**src/design/bscd_pkg.sv**
```systemverilog
package bscd_pkg;

	// String classes, narrow to wide.
	localparam logic [2:0] CLS_EMPTY     = 3'd0;
	localparam logic [2:0] CLS_NUMERIC   = 3'd1;
	localparam logic [2:0] CLS_ALPHA     = 3'd2;
	localparam logic [2:0] CLS_ALNUM     = 3'd3;
	localparam logic [2:0] CLS_BASE64    = 3'd4;
	localparam logic [2:0] CLS_PRINTABLE = 3'd5;
	localparam logic [2:0] CLS_READABLE  = 3'd6;
	localparam logic [2:0] CLS_BINARY    = 3'd7;

	localparam logic [7:0] CHAR_PLUS  = 8'h2B;
	localparam logic [7:0] CHAR_SLASH = 8'h2F;
	localparam logic [7:0] CHAR_PAD   = 8'h3D;

	localparam logic [1:0] PAD_RUN_MAX = 2'd3;
	localparam logic [1:0] PAD_RUN_OK  = 2'd2;

	// One input word as held in the input register.
	typedef struct packed {
		logic [7:0] char_byte;
		logic       has_byte;
		logic       last_byte;
	} item_t;

	// Running state of the string being classified.
	typedef struct packed {
		logic [2:0] cls;
		logic [1:0] len_mod;
		logic       at_least_four;
		logic [1:0] pad_run;
		logic       pad_misplaced;
	} track_t;

	localparam track_t TRACK_RESET = '{
		cls: CLS_EMPTY, len_mod: 2'd0, at_least_four: 1'b0,
		pad_run: 2'd0, pad_misplaced: 1'b0
	};

	// Narrowest class that holds a single byte, C-locale rules.
	function automatic logic [2:0] byte_class(input logic [7:0] c);
		logic [2:0] t;
		if (c >= 8'h30 && c <= 8'h39) begin
			t = CLS_NUMERIC;
		end else if ((c >= 8'h41 && c <= 8'h5A) || (c >= 8'h61 && c <= 8'h7A)) begin
			t = CLS_ALPHA;
		end else if (c == CHAR_PLUS || c == CHAR_SLASH || c == CHAR_PAD) begin
			t = CLS_BASE64;
		end else if (c >= 8'h20 && c <= 8'h7E) begin
			t = CLS_PRINTABLE;
		end else if (c >= 8'h09 && c <= 8'h0D) begin
			t = CLS_READABLE;
		end else begin
			t = CLS_BINARY;
		end
		return t;
	endfunction

endpackage

```
**src/design/bscd_in_reg.sv**
```systemverilog
module bscd_in_reg (
	input  logic            clk,
	input  logic            arst_n,
	input  logic            s_axis_tvalid,
	output logic            s_axis_tready,
	input  logic [7:0]      s_axis_tdata,   // [7:0] char_byte
	input  logic            s_axis_tuser,   // [0] has_byte
	input  logic            s_axis_tlast,   // last_byte
	input  logic            advance,
	output logic            item_valid,
	output bscd_pkg::item_t item
);
	import bscd_pkg::*;

	logic  valid_s1;
	item_t item_s1;

	// The register takes a new word whenever it is empty or its word moves on.
	assign s_axis_tready = !valid_s1 || advance;

	always_ff @(posedge clk or negedge arst_n) begin
		if (!arst_n) begin
			valid_s1 <= 1'b0;
		end else if (s_axis_tready) begin
			valid_s1 <= s_axis_tvalid;
		end
	end

	// Payload needs no reset.
	always_ff @(posedge clk) begin
		if (s_axis_tready && s_axis_tvalid) begin
			item_s1 <= '{char_byte: s_axis_tdata, has_byte: s_axis_tuser,
				last_byte: s_axis_tlast};
		end
	end

	assign item_valid = valid_s1;
	assign item       = item_s1;

endmodule

```
**src/design/bscd_tracker.sv**
```systemverilog
module bscd_tracker (
	input  logic            clk,
	input  logic            arst_n,
	input  logic            take,
	input  bscd_pkg::item_t item,
	output logic [2:0]      result_class
);
	import bscd_pkg::*;

	track_t     track_q;
	track_t     track_next;
	logic [2:0] t;
	logic       b64_ok;

	assign t = byte_class(item.char_byte);

	// Fold the byte into the running state.
	always_comb begin
		track_next = track_q;
		if (item.has_byte) begin
			if (track_q.cls < CLS_BASE64) begin
				track_next.cls = (t >= CLS_BASE64) ? t : (track_q.cls | t);
			end else if (t > track_q.cls) begin
				track_next.cls = t;
			end
			track_next.len_mod = track_q.len_mod + 2'd1;
			if (track_q.len_mod == 2'd3) begin
				track_next.at_least_four = 1'b1;
			end
			if (item.char_byte == CHAR_PAD) begin
				if (track_q.pad_run != PAD_RUN_MAX) begin
					track_next.pad_run = track_q.pad_run + 2'd1;
				end
			end else begin
				if (track_q.pad_run != 2'd0) begin
					track_next.pad_misplaced = 1'b1;
				end
				track_next.pad_run = 2'd0;
			end
		end
	end

	// Base64 shape check; a failing base64 string reads as printable.
	assign b64_ok = track_next.at_least_four && (track_next.len_mod == 2'd0) &&
		!track_next.pad_misplaced && (track_next.pad_run <= PAD_RUN_OK);

	assign result_class = (track_next.cls == CLS_BASE64 && !b64_ok) ?
		CLS_PRINTABLE : track_next.cls;

	// The state returns to reset once a string closes.
	always_ff @(posedge clk or negedge arst_n) begin
		if (!arst_n) begin
			track_q <= TRACK_RESET;
		end else if (take) begin
			track_q <= item.last_byte ? TRACK_RESET : track_next;
		end
	end

endmodule

```
**src/design/byte_string_class_detector.sv**
```systemverilog
// A word that closes a string passes through one input register, then the result
// register, which holds its result word.
// Throughput: one word per clock; only a word that closes a string waits in the
// input register, and only while the previous result word is still unread.
// Reset: arst_n clears the valid flags and the running string state at once.
module byte_string_class_detector (
	input  logic       clk,
	input  logic       arst_n,
	input  logic       s_axis_tvalid,
	output logic       s_axis_tready,
	input  logic [7:0] s_axis_tdata,   // [7:0] char_byte
	input  logic       s_axis_tuser,   // [0] has_byte
	input  logic       s_axis_tlast,   // last_byte
	output logic       m_axis_tvalid,
	input  logic       m_axis_tready,
	output logic [7:0] m_axis_tdata    // [2:0] string_class, [7:3] zero
);
	import bscd_pkg::*;

	item_t      item;
	logic       item_valid;
	logic       advance;
	logic       take;
	logic [2:0] result_class;
	logic       out_valid_q;
	logic [2:0] out_class_q;

	// A word moves on unless it closes a string and the result register is full and not being read.
	assign advance = !item.last_byte || !out_valid_q || m_axis_tready;
	assign take    = item_valid && advance;

	bscd_in_reg u_in_reg (
		.clk          (clk),
		.arst_n       (arst_n),
		.s_axis_tvalid(s_axis_tvalid),
		.s_axis_tready(s_axis_tready),
		.s_axis_tdata (s_axis_tdata),
		.s_axis_tuser (s_axis_tuser),
		.s_axis_tlast (s_axis_tlast),
		.advance      (advance),
		.item_valid   (item_valid),
		.item         (item)
	);

	bscd_tracker u_tracker (
		.clk         (clk),
		.arst_n      (arst_n),
		.take        (take),
		.item        (item),
		.result_class(result_class)
	);

	// Result register.
	always_ff @(posedge clk or negedge arst_n) begin
		if (!arst_n) begin
			out_valid_q <= 1'b0;
		end else if (take && item.last_byte) begin
			out_valid_q <= 1'b1;
		end else if (m_axis_tready) begin
			out_valid_q <= 1'b0;
		end
	end

	always_ff @(posedge clk) begin
		if (take && item.last_byte) begin
			out_class_q <= result_class;
		end
	end

	assign m_axis_tvalid = out_valid_q;
	assign m_axis_tdata  = {5'd0, out_class_q};

endmodule

```
**config.mk**
```make
export PLATFORM = sky130hd
export DESIGN_NAME = byte_string_class_detector
export DESIGN_NICKNAME = d
export VERILOG_FILES = /design/src/design/bscd_pkg.sv /design/src/design/bscd_in_reg.sv /design/src/design/bscd_tracker.sv /design/src/design/byte_string_class_detector.sv
export SDC_FILE = /design/constraint.sdc
export NUM_CORES = 1
export LEC_CHECK = 0
export ABC_AREA = 1
export BUFFER_PORTS_ARGS = -buffer_cell sky130_fd_sc_hd__buf_2
export CAP_MARGIN = 20
export CORE_MARGIN = 3
export CORE_UTILIZATION = 60
export CTS_CLUSTER_SIZE = 24
export DETAILED_ROUTE_END_ITERATION = 7
export HOLD_SLACK_MARGIN = 0.02
export PLACE_DENSITY_LB_ADDON = 0.05
export SLEW_MARGIN = 20
export SYNTH_ARGS = -nofsm -noshare
export SYNTH_HDL_FRONTEND = slang
export SYNTH_SLANG_ARGS = --single-unit
```
**constraint.sdc**
```tcl
create_clock -name clk -period 5.3 [get_ports clk]
set_clock_uncertainty 0.05 [all_clocks]
set_input_delay 0.265 -clock clk [delete_from_list [all_inputs] [get_ports clk]]
set_output_delay 0.265 -clock clk [all_outputs]
set_load 0.02 [all_outputs]
```
==> results.cfg <==
[outcome]
outcome = finished clean

[drt]
drt_iter0_drc = 32
vias_per_cell = 5.26
totalWireLength_um = 2590
wl_per_cell_um = 11.2
dr.pass1.iters = 4
ant_nets = 0
routed-via-count = 1216
drc_errors = 0

[final_layout]
final_cells = 231
fin_nets = 225
area_delta_synth_final_pct = 9.18
final_common_cell = nand2_1
fin_util_pct = 70.6
insertedDiodeCount = 0
drive_above_1_share_pct = 17.7
final_cell_mix = nand2_1 (47), inv_1 (31), buf_2 (18)

[timing]
period_needed_ns = 2.41
rsz0062_at_grt = no
fmax_mhz = 416
fin_setup_tns_ns = 0
fin_crit_sh_pct = 45.4
setup-violations-final = 0
finalMaxSlewViolations = 0
finalWorstSetupSlack_ns = 2.89
finalHoldViolCount = 0

[clocking]
clock_latency_ns = 0.32
clkTransAtPathRegs_ns = 0.13
post_cts_buffers = 0
cts_resized = 0
clock_sinks = 24
cts_tree = done
cts_max_path_buffers = 2
cts_root_buf = clkbuf_4
numCtsBuffers = 3
ctsHtreeMaxLevel = 1
hold_buffers = 1

[critical_path]
slowest_stage = edfxtp_1
arrival_ns = 2.46
slowest_delay_ns = 0.48
cpMostUsedCell = nand2_1
crit_chain = nand3_1, inv_1, a21oi_1, nand2_1, inv_1, ha_1, nor2_1, nand2_1, nand2_1, nand2_1, inv_1, nand3_1, nand2_1, nand3_2, nand2_2, inv_1
worstPathRequired_ns = 5.35
crit_path_end_kind = flip-flop
worst-path-max-fanout = 5
worstSetupStartpointType = flip-flop
worstSetupPathType = reg2reg

[power_and_ir_drop]
sw_frac_of_total_pct = 31.6
p_int_uw = 291
power_frac_clock_pct = 23.0
power_density_nw_per_um2 = 264
p_sw_uw = 134
pwr-share-seq_pct = 53.6
irDropWorstVdd_mv = 0.211
power_frac_comb_pct = 23.4
total_leakage_power_nw = 0.829

[global_route]
antenna_found_initial = 0
grt_pass1_wl_um = 4470
grt_max_degree = 14
track_usage_pct = 17.8
grt_overflow = 0
grt_pass1_vias = 1125

[die]
ios = 24
core_um2 = 2280
die-area_um2 = 3080
num_rows = 17
die_y_um = 55.5
die_x_um = 55.5
initial_utilization_pct = 64.7

[synth]
yosysWarnings = 0
ys_ff_latch = 24
synth_cells = 182
avgSynthCellArea_um2 = 8.08
syn_area_um2 = 1470
ys_seq_area_share_pct = 45.2
synth_cell_types = 24

[placement]
dp_hpwl_um = 2060
place_ws_ns = 2.96
place_congestion = 0.814
dpl.cell_count = 226
portBuffers = 18

[worst_hold_path]
worstHoldPathType = in2reg

[run]
cap_violations = 0
per-stage QoR:
| stage | power (mW) | hold WS [ns] | area [um^2] |
|---|---|---|---|
| finish | 0.425 | 0.0570 | 1610 |
| global route | 0.451 | 0.0468 | 1610 |
| CTS | 0.426 | 0.0550 | 1610 |
| detailed placement | 0.329 | 0.106 | 1560 |
| global placement | 0.324 | 0.0967 | 1560 |
| floorplan | 0.307 | -0.0806 | 1490 |
state kept, by name, indices dropped and copies added (netlist names):
signal and flops:
u_in_reg.item 10, u_tracker.track_q 9, out_class_q 3, m_axis_tvalid 1
u_in_reg.item_valid 1
cell type report:
cell class	instances	area, um^2
inverter	33	124
timing repair buffer	19	100
fill	192	669
tap	28	35.0
sequential	24	666
clock buffer	4	36.3
multi-input combinational	123	646
power by group through the flow:
stage	sequential [mW]	combinational, mW	clock (mW)
2_1_floorplan	0.232	0.0746	0
3_3_place_gp	0.231	0.0930	0
3_5_place_dp	0.232	0.0976	0
4_1_cts	0.228	0.0986	0.0993
5_1_grt	0.231	0.113	0.108
6_report	0.228	0.0994	0.0977
per-layer routing:
metal | vias up | wire length [um] | GRT usage, %
li1 | 612 | - | -
met4 | 0 | 65 | 6.94
met2 | 49 | 1240 | 31.6
met5 | - | 0 | 0
met3 | 9 | 168 | 3.04
met1 | 546 | 1110 | 21.3
path summary, 6_finish.rpt:
kind | slack, ns | depth (start not counted) | startpoint | to
max | 2.89 | 16 | u_in_reg.item[4] | out_class_q[1]
min | 0.06 | 1 | s_axis_tuser | u_in_reg.item[1]
max reg2reg | 2.89 | 16 | u_in_reg.item[4] | out_class_q[1]
min reg2reg | 0.46 | 2 | u_tracker.track_q[3] | u_tracker.track_q[3]
max in group asynchronous | 4.71 | 2 | arst_n | u_tracker.track_q[2]
min in group asynchronous | 0.28 | 2 | arst_n | u_tracker.track_q[7]
cells in the mapped netlist (all sizes together):
cell type / number / share of area [%]
a21oi: 6 / 2.0
a22o: 1 / 0.60
a31oi: 1 / 1.4
buf: 5 / 2.6
clkbuf: 1 / 0.94
conb: 1 / 0.25
dfrtp: 11 / 19
edfxtp: 13 / 27
ha: 7 / 6.0
inv: 33 / 8.4
nand2: 50 / 13
nand3: 14 / 6.1
nand4: 3 / 1.3
nor2: 19 / 5.5
nor3: 1 / 0.34
o21ai: 12 / 4.1
o22ai: 2 / 0.85
o31ai: 1 / 0.51
xor2: 1 / 0.60
worst max-delay path, delay by kind of cell (launching register included):
family | cells | cell delay (ns)
and+or+nand+nor | 10 | 0.95
DFF | 1 | 0.48
buffers and inverters | 4 | 0.26
adders and majority gates | 1 | 0.24
AOI/OAI and AO/OA | 1 | 0.23
logic make-up (layout without fill, tap and decap cells):
| group | count (synthesis) | count (layout) | share of synthesized area (%) |
|---|---|---|---|
| and+or+nand+nor | 87 | 87 | 26.5 |
| AOI/OAI and AO/OA | 23 | 23 | 9.52 |
| xor gates and xnor gates | 1 | 1 | 0.595 |
| other | 1 | 5 | 0.255 |
| adders and majority gates | 7 | 7 | 5.95 |
| DFF | 24 | 24 | 45.2 |
| buffers and inverters | 39 | 56 | 11.9 |
(Power assumes the default switching activity.)
